===== src/rtl/enfa_pkg.sv =====
package enfa_pkg;

   localparam int MAX_STATES  = 16;
   localparam int MAX_SYMBOLS = 8;

   localparam int STATE_W    = $clog2(MAX_STATES);
   localparam int SYM_W      = $clog2(MAX_SYMBOLS);
   localparam int SET_W      = MAX_STATES;
   localparam int SCNT_W     = $clog2(MAX_STATES + 1);
   localparam int YCNT_W     = $clog2(MAX_SYMBOLS + 1);
   localparam int EDGE_DEPTH = MAX_STATES * MAX_SYMBOLS;
   localparam int EDGE_AW    = STATE_W + SYM_W;
   localparam int OP_W       = 2;
   localparam int KIND_W     = 2;
   localparam int CSR_AW     = 3;
   localparam int CSR_DW     = 32;

   localparam logic [OP_W-1:0] OP_CLEAR = 2'd0;
   localparam logic [OP_W-1:0] OP_ADD   = 2'd1;
   localparam logic [OP_W-1:0] OP_QUERY = 2'd2;

   localparam logic CSR_STATE_COUNT  = 1'b0;
   localparam logic CSR_SYMBOL_COUNT = 1'b1;

   typedef enum logic [KIND_W-1:0] {
      KIND_STATUS  = 2'd0,
      KIND_CLOSURE = 2'd1,
      KIND_SET     = 2'd2
   } kind_type;

   typedef enum logic [2:0] {
      ST_IDLE,
      ST_ADD_WR,
      ST_CLOS,
      ST_SCAN,
      ST_DRAIN
   } state_type;

   typedef struct packed {
      logic               emit;
      kind_type           kind;
      logic               err;
      logic               last;
      logic [SYM_W-1:0]   rsp_sym;
      logic               clear;
      logic               eps_write;
      logic               add_rd;
      logic               add_wr;
      logic               cur_load_src;
      logic               clos_step;
      logic               base_save;
      logic               reach_clear;
      logic               scan_rd;
      logic [STATE_W-1:0] scan_state;
      logic [SYM_W-1:0]   scan_sym;
      logic               load_reach;
   } enfa_cmd_type;

   typedef struct packed {
      logic add_bad;
      logic query_bad;
      logic clos_done;
   } enfa_stat_type;

   // One bit per state below n.
   function automatic logic [SET_W-1:0] live_mask(input logic [SCNT_W-1:0] n);
      logic [SET_W-1:0] m;
      for (int i = 0; i < SET_W; i++) begin
         m[i] = (SCNT_W'(i) < n);
      end
      return m;
   endfunction

endpackage


===== src/rtl/enfa_ram.sv =====
module enfa_ram #(
   parameter int  WIDTH = 16,
   parameter int  DEPTH = 128,
   localparam int AW    = $clog2(DEPTH)
) (
   input  logic             clock,
   input  logic             wr_en,
   input  logic [AW-1:0]    wr_addr,
   input  logic [WIDTH-1:0] wr_data,
   input  logic             rd_en,
   input  logic [AW-1:0]    rd_addr,
   output logic [WIDTH-1:0] rd_data
);

   logic [WIDTH-1:0] mem_ff [DEPTH];
   logic [WIDTH-1:0] rd_data_ff;

   always_ff @(posedge clock) begin
      if (wr_en) begin
         mem_ff[wr_addr] <= wr_data;
      end
      if (rd_en) begin
         rd_data_ff <= mem_ff[rd_addr];
      end
   end

   assign rd_data = rd_data_ff;

endmodule


===== src/rtl/enfa_dp.sv =====
module enfa_dp (
   input  logic                          clock,
   input  logic                          reset,
   input  logic [enfa_pkg::STATE_W-1:0]  req_state_index,
   input  logic [enfa_pkg::SYM_W-1:0]    req_symbol,
   input  logic                          req_is_epsilon,
   input  logic [enfa_pkg::STATE_W-1:0]  req_target_state,
   input  logic [enfa_pkg::SCNT_W-1:0]   n_eff,
   input  logic [enfa_pkg::YCNT_W-1:0]   m_eff,
   input  enfa_pkg::enfa_cmd_type        cmd,
   output enfa_pkg::enfa_stat_type       stat,
   output logic                          rsp_valid,
   output logic [enfa_pkg::KIND_W-1:0]   rsp_kind,
   output logic [enfa_pkg::SYM_W-1:0]    rsp_result_symbol,
   output logic [enfa_pkg::SET_W-1:0]    rsp_state_set,
   output logic                          rsp_error,
   output logic                          rsp_last
);

   import enfa_pkg::*;

   logic [SET_W-1:0]      eps_ff [MAX_STATES];
   logic [EDGE_DEPTH-1:0] valid_ff;
   logic [SET_W-1:0]      cur_ff;
   logic [SET_W-1:0]      base_ff;
   logic [SET_W-1:0]      reach_ff;
   logic                  take_ff;
   logic                  rd_valid_ff;
   logic [EDGE_AW-1:0]    wr_addr_ff;
   logic [STATE_W-1:0]    dst_ff;

   logic                  rsp_valid_ff;
   kind_type              kind_ff;
   logic [SYM_W-1:0]      sym_ff;
   logic [SET_W-1:0]      set_ff;
   logic                  err_ff;
   logic                  last_ff;

   logic [SET_W-1:0]      mask;
   logic [SET_W-1:0]      clos_next;
   logic [EDGE_AW-1:0]    rd_addr;
   logic [SET_W-1:0]      rd_data;
   logic [SET_W-1:0]      reach_sum;
   logic [SET_W-1:0]      wr_data;

   assign mask = live_mask(n_eff);

   // One closure step: fold in the epsilon rows of every state in the set.
   always_comb begin
      logic [SET_W-1:0] acc;
      acc = cur_ff;
      for (int i = 0; i < MAX_STATES; i++) begin
         if (cur_ff[i]) begin
            acc = acc | eps_ff[i];
         end
      end
      clos_next = acc & mask;
   end

   assign rd_addr   = cmd.add_rd ? {req_state_index, req_symbol}
                                 : {cmd.scan_state, cmd.scan_sym};
   assign reach_sum = reach_ff | ((take_ff && rd_valid_ff) ? rd_data : '0);
   assign wr_data   = (rd_valid_ff ? rd_data : '0) | (SET_W'(1) << dst_ff);

   enfa_ram #(
      .WIDTH (SET_W),
      .DEPTH (EDGE_DEPTH)
   ) u_edge_ram (
      .clock   (clock),
      .wr_en   (cmd.add_wr),
      .wr_addr (wr_addr_ff),
      .wr_data (wr_data),
      .rd_en   (cmd.add_rd || cmd.scan_rd),
      .rd_addr (rd_addr),
      .rd_data (rd_data)
   );

   assign stat.add_bad   = (SCNT_W'(req_state_index) >= n_eff)
                        || (SCNT_W'(req_target_state) >= n_eff)
                        || (!req_is_epsilon && (YCNT_W'(req_symbol) >= m_eff));
   assign stat.query_bad = (SCNT_W'(req_state_index) >= n_eff);
   assign stat.clos_done = (clos_next == cur_ff);

   always_ff @(posedge clock) begin
      if (reset || cmd.clear) begin
         for (int i = 0; i < MAX_STATES; i++) begin
            eps_ff[i] <= '0;
         end
         valid_ff <= '0;
      end else begin
         if (cmd.eps_write) begin
            eps_ff[req_state_index] <= eps_ff[req_state_index]
                                     | (SET_W'(1) << req_target_state);
         end
         if (cmd.add_wr) begin
            valid_ff[wr_addr_ff] <= 1'b1;
         end
      end
   end

   always_ff @(posedge clock) begin
      if (reset) begin
         take_ff      <= 1'b0;
         rsp_valid_ff <= 1'b0;
      end else begin
         take_ff      <= cmd.scan_rd && base_ff[cmd.scan_state];
         rsp_valid_ff <= cmd.emit;
      end
   end

   always_ff @(posedge clock) begin
      rd_valid_ff <= valid_ff[rd_addr];
      if (cmd.add_rd) begin
         wr_addr_ff <= {req_state_index, req_symbol};
         dst_ff     <= req_target_state;
      end
      if (cmd.cur_load_src) begin
         cur_ff <= (SET_W'(1) << req_state_index) & mask;
      end else if (cmd.load_reach) begin
         cur_ff <= reach_sum & mask;
      end else if (cmd.clos_step) begin
         cur_ff <= clos_next;
      end
      if (cmd.base_save) begin
         base_ff <= cur_ff;
      end
      reach_ff <= cmd.reach_clear ? '0 : reach_sum;
      if (cmd.emit) begin
         kind_ff <= cmd.kind;
         sym_ff  <= cmd.rsp_sym;
         set_ff  <= (cmd.kind == KIND_STATUS) ? '0 : cur_ff;
         err_ff  <= cmd.err;
         last_ff <= cmd.last;
      end
   end

   assign rsp_valid         = rsp_valid_ff;
   assign rsp_kind          = kind_ff;
   assign rsp_result_symbol = sym_ff;
   assign rsp_state_set     = set_ff;
   assign rsp_error         = err_ff;
   assign rsp_last          = last_ff;

endmodule


===== src/rtl/enfa_ctrl.sv =====
module enfa_ctrl (
   input  logic                         clock,
   input  logic                         reset,
   input  logic                         start,
   input  logic [enfa_pkg::OP_W-1:0]    req_opcode,
   input  logic                         req_is_epsilon,
   input  logic [enfa_pkg::SCNT_W-1:0]  n_eff,
   input  logic [enfa_pkg::YCNT_W-1:0]  m_eff,
   input  enfa_pkg::enfa_stat_type      stat,
   output logic                         busy,
   output enfa_pkg::enfa_cmd_type       cmd
);

   import enfa_pkg::*;

   state_type          state_ff, state_in;
   logic [STATE_W-1:0] s_ff, s_in;
   logic [SYM_W-1:0]   a_ff, a_in;
   logic               phase_ff, phase_in;
   logic               s_last;
   logic               a_last;

   assign s_last = (SCNT_W'(s_ff) + SCNT_W'(1)) == n_eff;
   assign a_last = (YCNT_W'(a_ff) + YCNT_W'(1)) == m_eff;
   assign busy   = (state_ff != ST_IDLE);

   always_ff @(posedge clock) begin
      if (reset) begin
         state_ff <= ST_IDLE;
         s_ff     <= '0;
         a_ff     <= '0;
         phase_ff <= 1'b0;
      end else begin
         state_ff <= state_in;
         s_ff     <= s_in;
         a_ff     <= a_in;
         phase_ff <= phase_in;
      end
   end

   always_comb begin
      state_in       = state_ff;
      s_in           = s_ff;
      a_in           = a_ff;
      phase_in       = phase_ff;
      cmd            = '0;
      cmd.rsp_sym    = '0;
      cmd.scan_state = s_ff;
      cmd.scan_sym   = a_ff;

      unique case (state_ff)
         ST_IDLE: begin
            if (start) begin
               unique case (req_opcode)
                  OP_CLEAR: begin
                     cmd.clear = 1'b1;
                     cmd.emit  = 1'b1;
                     cmd.kind  = KIND_STATUS;
                     cmd.last  = 1'b1;
                  end
                  OP_ADD: begin
                     cmd.emit = 1'b1;
                     cmd.kind = KIND_STATUS;
                     cmd.err  = stat.add_bad;
                     cmd.last = 1'b1;
                     if (!stat.add_bad) begin
                        if (req_is_epsilon) begin
                           cmd.eps_write = 1'b1;
                        end else begin
                           cmd.add_rd = 1'b1;
                           state_in   = ST_ADD_WR;
                        end
                     end
                  end
                  OP_QUERY: begin
                     if (stat.query_bad) begin
                        cmd.emit = 1'b1;
                        cmd.kind = KIND_STATUS;
                        cmd.err  = 1'b1;
                        cmd.last = 1'b1;
                     end else begin
                        cmd.cur_load_src = 1'b1;
                        phase_in         = 1'b0;
                        state_in         = ST_CLOS;
                     end
                  end
                  default: begin
                  end
               endcase
            end
         end
         ST_ADD_WR: begin
            cmd.add_wr = 1'b1;
            state_in   = ST_IDLE;
         end
         ST_CLOS: begin
            if (!stat.clos_done) begin
               cmd.clos_step = 1'b1;
            end else begin
               cmd.emit        = 1'b1;
               cmd.kind        = phase_ff ? KIND_SET : KIND_CLOSURE;
               cmd.rsp_sym     = phase_ff ? a_ff : '0;
               cmd.last        = phase_ff && a_last;
               cmd.reach_clear = 1'b1;
               s_in            = '0;
               if (!phase_ff) begin
                  cmd.base_save = 1'b1;
                  a_in          = '0;
                  phase_in      = 1'b1;
                  state_in      = ST_SCAN;
               end else if (a_last) begin
                  state_in = ST_IDLE;
               end else begin
                  a_in     = a_ff + SYM_W'(1);
                  state_in = ST_SCAN;
               end
            end
         end
         ST_SCAN: begin
            cmd.scan_rd = 1'b1;
            if (s_last) begin
               state_in = ST_DRAIN;
            end else begin
               s_in = s_ff + STATE_W'(1);
            end
         end
         ST_DRAIN: begin
            cmd.load_reach = 1'b1;
            state_in       = ST_CLOS;
         end
         default: begin
            state_in = ST_IDLE;
         end
      endcase
   end

endmodule


===== src/rtl/epsilon_nfa_to_nfa_converter.sv =====
// Clear and add: one status item in the cycle after start; an add of a symbol edge keeps
// busy high for the read-modify-write of the edge memory.
// Query (n states, m symbols): busy for a fixpoint closure of the source state, then for
// each of the m symbols a scan of n edge memory rows and a closure of the reached set.
// Results are strobed for one cycle and never held; the receiver cannot stall the block.
// Reset (synchronous): tables empty, state_count 16, symbol_count 8.
module epsilon_nfa_to_nfa_converter (
   input  logic                          clock,
   input  logic                          reset,
   // command channel
   input  logic                          start,
   output logic                          busy,
   input  logic [enfa_pkg::OP_W-1:0]     req_opcode,
   input  logic [enfa_pkg::STATE_W-1:0]  req_state_index,
   input  logic [enfa_pkg::SYM_W-1:0]    req_symbol,
   input  logic                          req_is_epsilon,
   input  logic [enfa_pkg::STATE_W-1:0]  req_target_state,
   // result channel
   output logic                          rsp_valid,
   output logic [enfa_pkg::KIND_W-1:0]   rsp_kind,
   output logic [enfa_pkg::SYM_W-1:0]    rsp_result_symbol,
   output logic [enfa_pkg::SET_W-1:0]    rsp_state_set,
   output logic                          rsp_error,
   output logic                          rsp_last,
   // register port
   input  logic                          psel,
   input  logic                          penable,
   input  logic                          pwrite,
   input  logic [enfa_pkg::CSR_AW-1:0]   paddr,
   input  logic [enfa_pkg::CSR_DW-1:0]   pwdata,
   output logic [enfa_pkg::CSR_DW-1:0]   prdata,
   output logic                          pready
);

   import enfa_pkg::*;

   logic [SCNT_W-1:0] state_count_ff;
   logic [YCNT_W-1:0] symbol_count_ff;
   logic              csr_wr;
   logic              csr_idx;
   logic [SCNT_W-1:0] n_eff;
   logic [YCNT_W-1:0] m_eff;

   enfa_cmd_type      cmd;
   enfa_stat_type     stat;

   // Register port: two word registers, index taken from the word address bit.
   assign pready  = 1'b1;
   assign csr_wr  = psel && penable && pwrite;
   assign csr_idx = paddr[CSR_AW-1];

   always_ff @(posedge clock) begin
      if (reset) begin
         state_count_ff  <= SCNT_W'(MAX_STATES);
         symbol_count_ff <= YCNT_W'(MAX_SYMBOLS);
      end else if (csr_wr) begin
         unique case (csr_idx)
            CSR_STATE_COUNT:  state_count_ff  <= pwdata[SCNT_W-1:0];
            CSR_SYMBOL_COUNT: symbol_count_ff <= pwdata[YCNT_W-1:0];
            default: begin
            end
         endcase
      end
   end

   always_comb begin
      unique case (csr_idx)
         CSR_STATE_COUNT:  prdata = CSR_DW'(state_count_ff);
         CSR_SYMBOL_COUNT: prdata = CSR_DW'(symbol_count_ff);
         default:          prdata = '0;
      endcase
   end

   // Effective counts: zero acts as one, anything above the table size saturates.
   always_comb begin
      if (state_count_ff == '0) begin
         n_eff = SCNT_W'(1);
      end else if (state_count_ff > SCNT_W'(MAX_STATES)) begin
         n_eff = SCNT_W'(MAX_STATES);
      end else begin
         n_eff = state_count_ff;
      end
      if (symbol_count_ff == '0) begin
         m_eff = YCNT_W'(1);
      end else if (symbol_count_ff > YCNT_W'(MAX_SYMBOLS)) begin
         m_eff = YCNT_W'(MAX_SYMBOLS);
      end else begin
         m_eff = symbol_count_ff;
      end
   end

   // Sequencer: decodes each command item and walks closure and scan phases.
   enfa_ctrl u_ctrl (
      .clock          (clock),
      .reset          (reset),
      .start          (start),
      .req_opcode     (req_opcode),
      .req_is_epsilon (req_is_epsilon),
      .n_eff          (n_eff),
      .m_eff          (m_eff),
      .stat           (stat),
      .busy           (busy),
      .cmd            (cmd)
   );

   // Datapath: epsilon rows in flops, symbol rows in the edge memory, set registers.
   enfa_dp u_dp (
      .clock             (clock),
      .reset             (reset),
      .req_state_index   (req_state_index),
      .req_symbol        (req_symbol),
      .req_is_epsilon    (req_is_epsilon),
      .req_target_state  (req_target_state),
      .n_eff             (n_eff),
      .m_eff             (m_eff),
      .cmd               (cmd),
      .stat              (stat),
      .rsp_valid         (rsp_valid),
      .rsp_kind          (rsp_kind),
      .rsp_result_symbol (rsp_result_symbol),
      .rsp_state_set     (rsp_state_set),
      .rsp_error         (rsp_error),
      .rsp_last          (rsp_last)
   );

   // A status item never carries a set.
   a_status_empty: assert property (@(posedge clock) disable iff (reset)
      (rsp_valid && rsp_kind == KIND_STATUS) |-> (rsp_state_set == '0))
      else $error("status item carries a state set");

   // The closure item opens a query and is never its final item.
   a_closure_not_last: assert property (@(posedge clock) disable iff (reset)
      (rsp_valid && rsp_kind == KIND_CLOSURE) |-> (!rsp_last && busy))
      else $error("closure item marked last or block idle");

   // A set item that is not final leaves the block busy with the next symbol.
   a_set_busy: assert property (@(posedge clock) disable iff (reset)
      (rsp_valid && rsp_kind == KIND_SET && !rsp_last) |-> busy)
      else $error("query ended before its final set item");

   // Reported sets stay within the states in use.
   a_set_live: assert property (@(posedge clock) disable iff (reset)
      (rsp_valid && !busy && !csr_wr && !$past(csr_wr))
         |-> ((rsp_state_set & ~live_mask(n_eff)) == '0))
      else $error("state set names a state not in use");

endmodule


===== config.mk =====
export PLATFORM = sky130hd
export DESIGN_NAME = epsilon_nfa_to_nfa_converter
export DESIGN_NICKNAME = d
export VERILOG_FILES = /design/src/rtl/enfa_pkg.sv /design/src/rtl/enfa_ram.sv /design/src/rtl/enfa_dp.sv /design/src/rtl/enfa_ctrl.sv /design/src/rtl/epsilon_nfa_to_nfa_converter.sv
export SDC_FILE = /design/constraint.sdc
export NUM_CORES = 2
export LEC_CHECK = 0
export CAP_MARGIN = 30
export CORE_ASPECT_RATIO = 1.75
export CORE_MARGIN = 2
export CORE_UTILIZATION = 57
export DETAILED_ROUTE_END_ITERATION = 10
export DONT_BUFFER_PORTS = 1
export PLACE_DENSITY = 0.75
export REMOVE_ABC_BUFFERS = 1
export SETUP_SLACK_MARGIN = 0.4
export SLEW_MARGIN = 0
export SYNTH_ARGS = -nofsm -noshare
export SYNTH_HDL_FRONTEND = slang
export SYNTH_HIERARCHICAL = 1
export SYNTH_SLANG_ARGS = --single-unit

===== constraint.sdc =====
create_clock -name clock -period 7.25 [get_ports clock]
set_clock_uncertainty 0.05 [all_clocks]
set_input_delay 0 -clock clock [delete_from_list [all_inputs] [get_ports clock]]
set_output_delay 0 -clock clock [all_outputs]
set_load 0.01 [all_outputs]

## Yosys cells after proc, flatten, opt, wreduce, memory -nomap -nowiden

Memories as Yosys holds them, arrays and structs flattened. A register that Yosys moved wholly into a read port is not among the register bits.
Index checks and enable logic that the tools add are counted.
W data, S select, Z words.

- Register bits after elaboration: 233
- Latch bits: 0
- RAM bits: 2304
- Memory bits (read-only): 0
- Bits of input ports: 55
- Output and inout port bits: 58
- Memories kept: 2

- Add/sub/neg operators: 4
- Multipliers: 0
- Divide/modulo/power cells: 0
- Order comparisons: 25
- Equal/unequal tests: 20
- Shift operators: 3
- Muxes and demuxes: 92
- Bitwise logic cells: 24
- Reductions and logical operators: 31

Memories:

| memory | words | width | read ports | clocked after memory_dff | write ports | RTL line | text |
|---|---|---|---|---|---|---|---|
| u_dp.u_edge_ram.mem_ff | 128 | 16 | 1 | 1 | 1 | enfa_ram.sv:15 | `logic [WIDTH-1:0] mem_ff [DEPTH];` |
| u_dp.eps_ff | 16 | 16 | 17 | 0 | 16 | enfa_dp.sv:22 | `logic [SET_W-1:0] eps_ff [MAX_STATES];` |

Operators with widths:

| operator | number |
|---|---|
| $mux W16 | 22 |
| $or A16 B16 Y16 | 19 |
| $or A128 B128 Y128 | 1 |
| $pmux W32 S2 | 1 |
| $and A16 B16 Y16 | 3 |
| $shl A1 B4 Y16 const A | 3 |
| $lt A4 B5 Y1 const A | 8 |
| $mux W3 | 13 |
| $mux W1 | 27 |
| $mux W4 | 6 |
| $lt A3 B5 Y1 const A | 4 |
| $mux W5 | 4 |
| $pmux W3 S2 | 3 |
| $eq A16 B16 Y1 | 1 |
| $lt A7 B8 Y1 const B | 2 |
| $reduce_or A16 Y1 | 1 |
| $mux W2 | 6 |
| $ne A3 B3 Y1 const B | 4 |
| $pmux W3 S4 | 1 |
| $ge A4 B5 Y1 | 2 |
| $lt A1 B5 Y1 const A | 2 |
| $lt A2 B5 Y1 const A | 2 |
| $ne A2 B2 Y1 const B | 5 |
| $reduce_and A3 Y1 | 3 |
| other kinds (37) | 56 |

## Longest topological paths before layout

An unclocked memory read counts as a cell.

- Word-level depth: 40
- Gate-level depth with buffers: 23
- Depth with buffers taken out: 18

## Hierarchy

Netlist, hierarchy kept.

Modules (own cells, without submodules):

| module | times used | cells an instance | area an instance (µm²) | seq. area each (µm²) |
|---|---|---|---|---|
| enfa_ram | 1 | 3086 | 78683.0 | 61979.4 |
| enfa_dp | 1 | 1984 | 21632.0 | 12612.1 |
| enfa_ctrl | 1 | 125 | 994.7 | 220.2 |
| epsilon_nfa_to_nfa_converter | 1 | 86 | 733.2 | 180.2 |

## Worst setup path after synthesis

No wires, ideal clock.

- Path kind: flip-flop to flip-flop
- Start: register state_count_ff[3]
- End: register u_dp.u_edge_ram.rd_data_ff[0], in the netlist u_dp/u_edge_ram/rd_data[0] (read register of u_dp.u_edge_ram.mem_ff), data pin
- Library setup time: 260 ps
- Arrival: 7517 ps
- Required time: 6940 ps
- Path slack: -577 ps
- Cell stages (with the launch flop): 22
- Buffers on the path: 5
- Clock period less this slack: 7827 ps
- Cells stage by stage: dfxtp_1 or3_1 a21oi_1 ha_1 nand2b_1 a21o_1 a21o_1 a21oi_1 nor2_1 or3_1 nor4bb_1 mux2i_2 inv_4 buf_6 buf_4 buf_4 buf_2 buf_1 mux4_2 mux4_2 mux4_2 mux2_2

RTL lines:

| item | RTL line | text |
|---|---|---|
| from (decl) | epsilon_nfa_to_nfa_converter.sv:37 | `logic [SCNT_W-1:0] state_count_ff;` |
| from (signal assigned) | epsilon_nfa_to_nfa_converter.sv:54 | `state_count_ff <= SCNT_W'(MAX_STATES);` |
| from (signal assigned) | epsilon_nfa_to_nfa_converter.sv:58 | `CSR_STATE_COUNT: state_count_ff <= pwdata[SCNT_W-1:0];` |
| to (decl) | enfa_ram.sv:16 | `logic [WIDTH-1:0] rd_data_ff;` |

==> run_results.csv <==
group,metric,value,unit
floorplan,dieWidth,324,um
setup_path,path_class,"reg2reg",
status,outcome,"finished clean",
synth,synthFlopType,"edfxtp_1",
setup_path,crit_arrival,7130,ps
detailed_routing,first_pass_iters,7,
final_layout,final_cell_mix,"edfxtp_1, mux4_2, nor2_1",
min_path,worst_hold_path_type,"in2reg",
detailed_routing,wl_per_cell,34.0,um
synth,yosysWarnings,6,
final_layout,areaGrowthSynthToFinish,11.9,%
clocking,clkSinkCount,2553,
min_path,hold_start,"reset",
final_layout,stdcell_area,114000,um^2
detailed_routing,drc,0,
sta,finalSetupViolCount,0,
sta,drv_slew,0,
synth,ys_seq_area_share,73.5,%
global_route,grt_pass1_wl,395,mm
synth,netlist_area,102000,um^2
placement,dp_slack,739,ps
floorplan,start_util,57.3,%
detailed_routing,wirelength,276,mm
sta,worst_pin_slew,1120,ps
detailed_routing,drt-vias-per-instance,6.78,
sta,rsz0062_at_grt,"no",
setup_path,worstReg2RegStart,"state_count_ff[3]$_SDFFE_PP0P_",
power_and_ir_drop,ir_drop,0.222,mV
run,cap_violations,0,
floorplan,rows,205,
placement,io_buffers,0,
placement,gp_congestion,0.976,
floorplan,io_pins,113,
min_path,hold_depth,2,
global_route,gr-total-overflow,0,
synth,syn_area_per_cell,19.3,um^2
sta,finalCritPeriodShare,91.3,%
global_route,grt_start_max_net_pins,88,
clocking,post_cts_buffers,0,
final_layout,drive_gt1_share,25.6,%
setup_path,crit_path_max_incr_delay,620,ps
detailed_routing,dr_total_vias,55000,
clocking,cts_made_buffers,209,
detailed_routing,drt_iter0_markers,7174,
power_and_ir_drop,powerDensity,249,nW/um^2
sta,hold_viol_final,0,
synth,synth_edf_count,2386,
synth,ys_ff_latch,2553,
placement,hpwl,161,mm
setup_path,slowest_stage,"mux4_2",
final_layout,finalNetCount,5634,
placement,placed_area,107000,um^2
synth,syn_inst,5281,
clocking,ctsLongestPathBuffers,4,
setup_path,crit_path_max_fanout,41,
sta,relSlewSlack,25.0,%
synth,synth_cell_types,72,
setup_path,cp_cell_sequence,"or3_1, a21oi_1, buf_4, ha_1, nand2b_1, a21o_1, a21o_1, a21oi_1, nor2_1, or3_1, nor4bb_4, buf_4, mux2i_1, inv_8, buf_12, buf_4, mux4_2, mux4_2, mux4_2, mux2_2",
clocking,root_buffer,"clkbuf_16",
global_route,grt_pass1_vias,56200,
clocking,cts_tree,"yes",
synth,async_reset_ff_share,0,%
setup_path,start_kind,"register",
global_route,grtUsageTotal,30.7,%
sta,period_minus_slack,6620,ps
detailed_routing,antenna_left,0,
setup_path,endpoint_kind,"register",
power_and_ir_drop,leakage,36.0,nW
clocking,clk_pin_slew,70,ps
floorplan,core_area,178000,um^2
setup_path,ff2ff_path_depth,20,
final_layout,layout_commonest_cell,"edfxtp_1",
sta,fmax,151,MHz
setup_path,critPathRequiredTime,7760,ps
global_route,antenna_found_initial,31,
clocking,h-tree-depth,4,
clocking,insertion_delay,860,ps
sta,setup_ws,631,ps
floorplan,die_height,564,um
setup_path,crit_path_start,"state_count_ff[3]$_SDFFE_PP0P_",
floorplan,die_area,183000,um^2
-- layer usage --
metal,wire [um],track usage (%),vias up
li1,-,-,21900
met1,86600,34.6,28300
met2,143000,52.3,3701
met3,25500,7.01,1083
met4,20700,20.0,26
met5,207,0.159,-
-- where the power goes --
group,switching [W],internal [W]
logic,0.000740,0.000385
clock network,0.00504,0.00601
registers,0.0000817,0.0161
total,0.00586,0.0225
-- synthesized netlist by cell type, drive strengths merged (9+ instances only) --
cell,count,share of area (%)
nand3,49,0.24
nand4,30,0.18
nor3,29,0.14
and3,14,0.086
clkbuf,183,0.67
xnor2,9,0.077
o21ai,30,0.15
a32oi,9,0.077
mux2i,35,0.36
mux4,746,16
a21oi,199,0.98
edfxtp,2386,70
a22o,10,0.086
a22oi,107,0.79
nand2b,32,0.20
or3,11,0.067
xor2,14,0.12
nand2,219,0.81
buf,164,0.87
nor2,592,2.2
mux2,39,0.43
o31ai,10,0.074
inv,26,0.098
dfxtp,167,3.3
ha,17,0.21
a31oi,11,0.067
nor2b,39,0.24
-- kinds of logic (layout without fill, tap and decap cells) --
family / count (synthesis) / count (layout) / synth area share [%]
other: 2 / 50 / 0.00736
multiplexers: 820 / 820 / 17.3
XOR/XNOR: 23 / 23 / 0.197
buffers and inverters: 373 / 780 / 1.64
adder cells (fa/ha/maj): 17 / 17 / 0.208
AO/OA/AOI/OAI: 446 / 446 / 2.82
AND/OR/NAND/NOR: 1047 / 1047 / 4.38
flip-flops: 2553 / 2553 / 73.5
-- area by class of cell --
| type | instances | area (um^2) |
|---|---|---|
| diodes | 22 | 55.1 |
| well taps | 2380 | 2980 |
| fillers | 11500 | 63800 |
| clock inverters | 105 | 956 |
| clock buffers | 258 | 5540 |
| flip-flops and latches | 2553 | 75000 |
| repair buffers | 391 | 3770 |
| inverters | 26 | 134 |
| multi-input cells | 2381 | 25800 |
-- flip-flops by register name (all words and copies together), names as in the netlist, 2 cells and up --
register / cells
symbol_count_ff: 4
u_dp/wr_addr_ff: 7
u_dp/u_edge_ram/mem_ff: 2048
state_count_ff: 5
u_dp/dst_ff: 4
u_dp/rsp_kind: 2
u_dp/valid_ff: 128
u_dp/rsp_result_symbol: 3
u_dp/reach_ff: 16
u_dp/cur_ff: 16
u_ctrl/s_ff: 4
u_ctrl/a_ff: 3
u_dp/rsp_state_set: 16
u_dp/base_ff: 16
u_ctrl/state_ff: 3
u_dp/eps_ff: 256
u_dp/u_edge_ram/rd_data: 16
-- per-stage QoR --
| stage | setup TNS, ps | utilization, % | std cells | hold slack (ps) | power [W] |
|---|---|---|---|---|---|
| 6_report | 0 | 64.2 | 8116 | 55.3 | 0.0284 |
| 5_1_grt | 0 | 64.1 | 8103 | 74.9 | 0.0290 |
| 4_1_cts | 0 | 64.0 | 8074 | 9.55 | 0.0284 |
| 3_5_place_dp | 0 | 60.0 | 7663 | 35.1 | 0.0175 |
| 3_3_place_gp | 0 | 59.8 | 7633 | 31.1 | 0.0175 |
| 2_1_floorplan | -183940 | - | 4960 | 19.1 | 0.0172 |
-- worst paths after layout --
check	end	slack, ps
worst max-delay path	u_dp/u_edge_ram/rd_data[0]$_DFFE_PP_	630
worst min-delay path	u_dp/rsp_valid$_SDFF_PP0_	60
worst max register to register	u_dp/u_edge_ram/rd_data[0]$_DFFE_PP_	630
worst min register to register	u_dp/valid_ff[124]$_SDFFE_PP0P_	420
-- worst max-delay path, delay by kind of cell (launching register included) --
kind / cells / cell delay (ps)
adder cells (fa/ha/maj): 1 / 260
multiplexers: 5 / 2350
buffers and inverters: 5 / 1230
flip-flops: 1 / 340
AO/OA/AOI/OAI: 4 / 620
AND/OR/NAND/NOR: 5 / 1380
-- what timing repair did --
| action | 4_1_cts | 5_1_grt |
|---|---|---|
| gates resized for setup | 0 | 0 |
| hold buffers | 48 | 6 |
| hold endpoints to repair | 472 | 25 |
| endpoints found under the setup margin | 0 | 0 |
No activity file was read; power rests on OpenSTA's default activity.
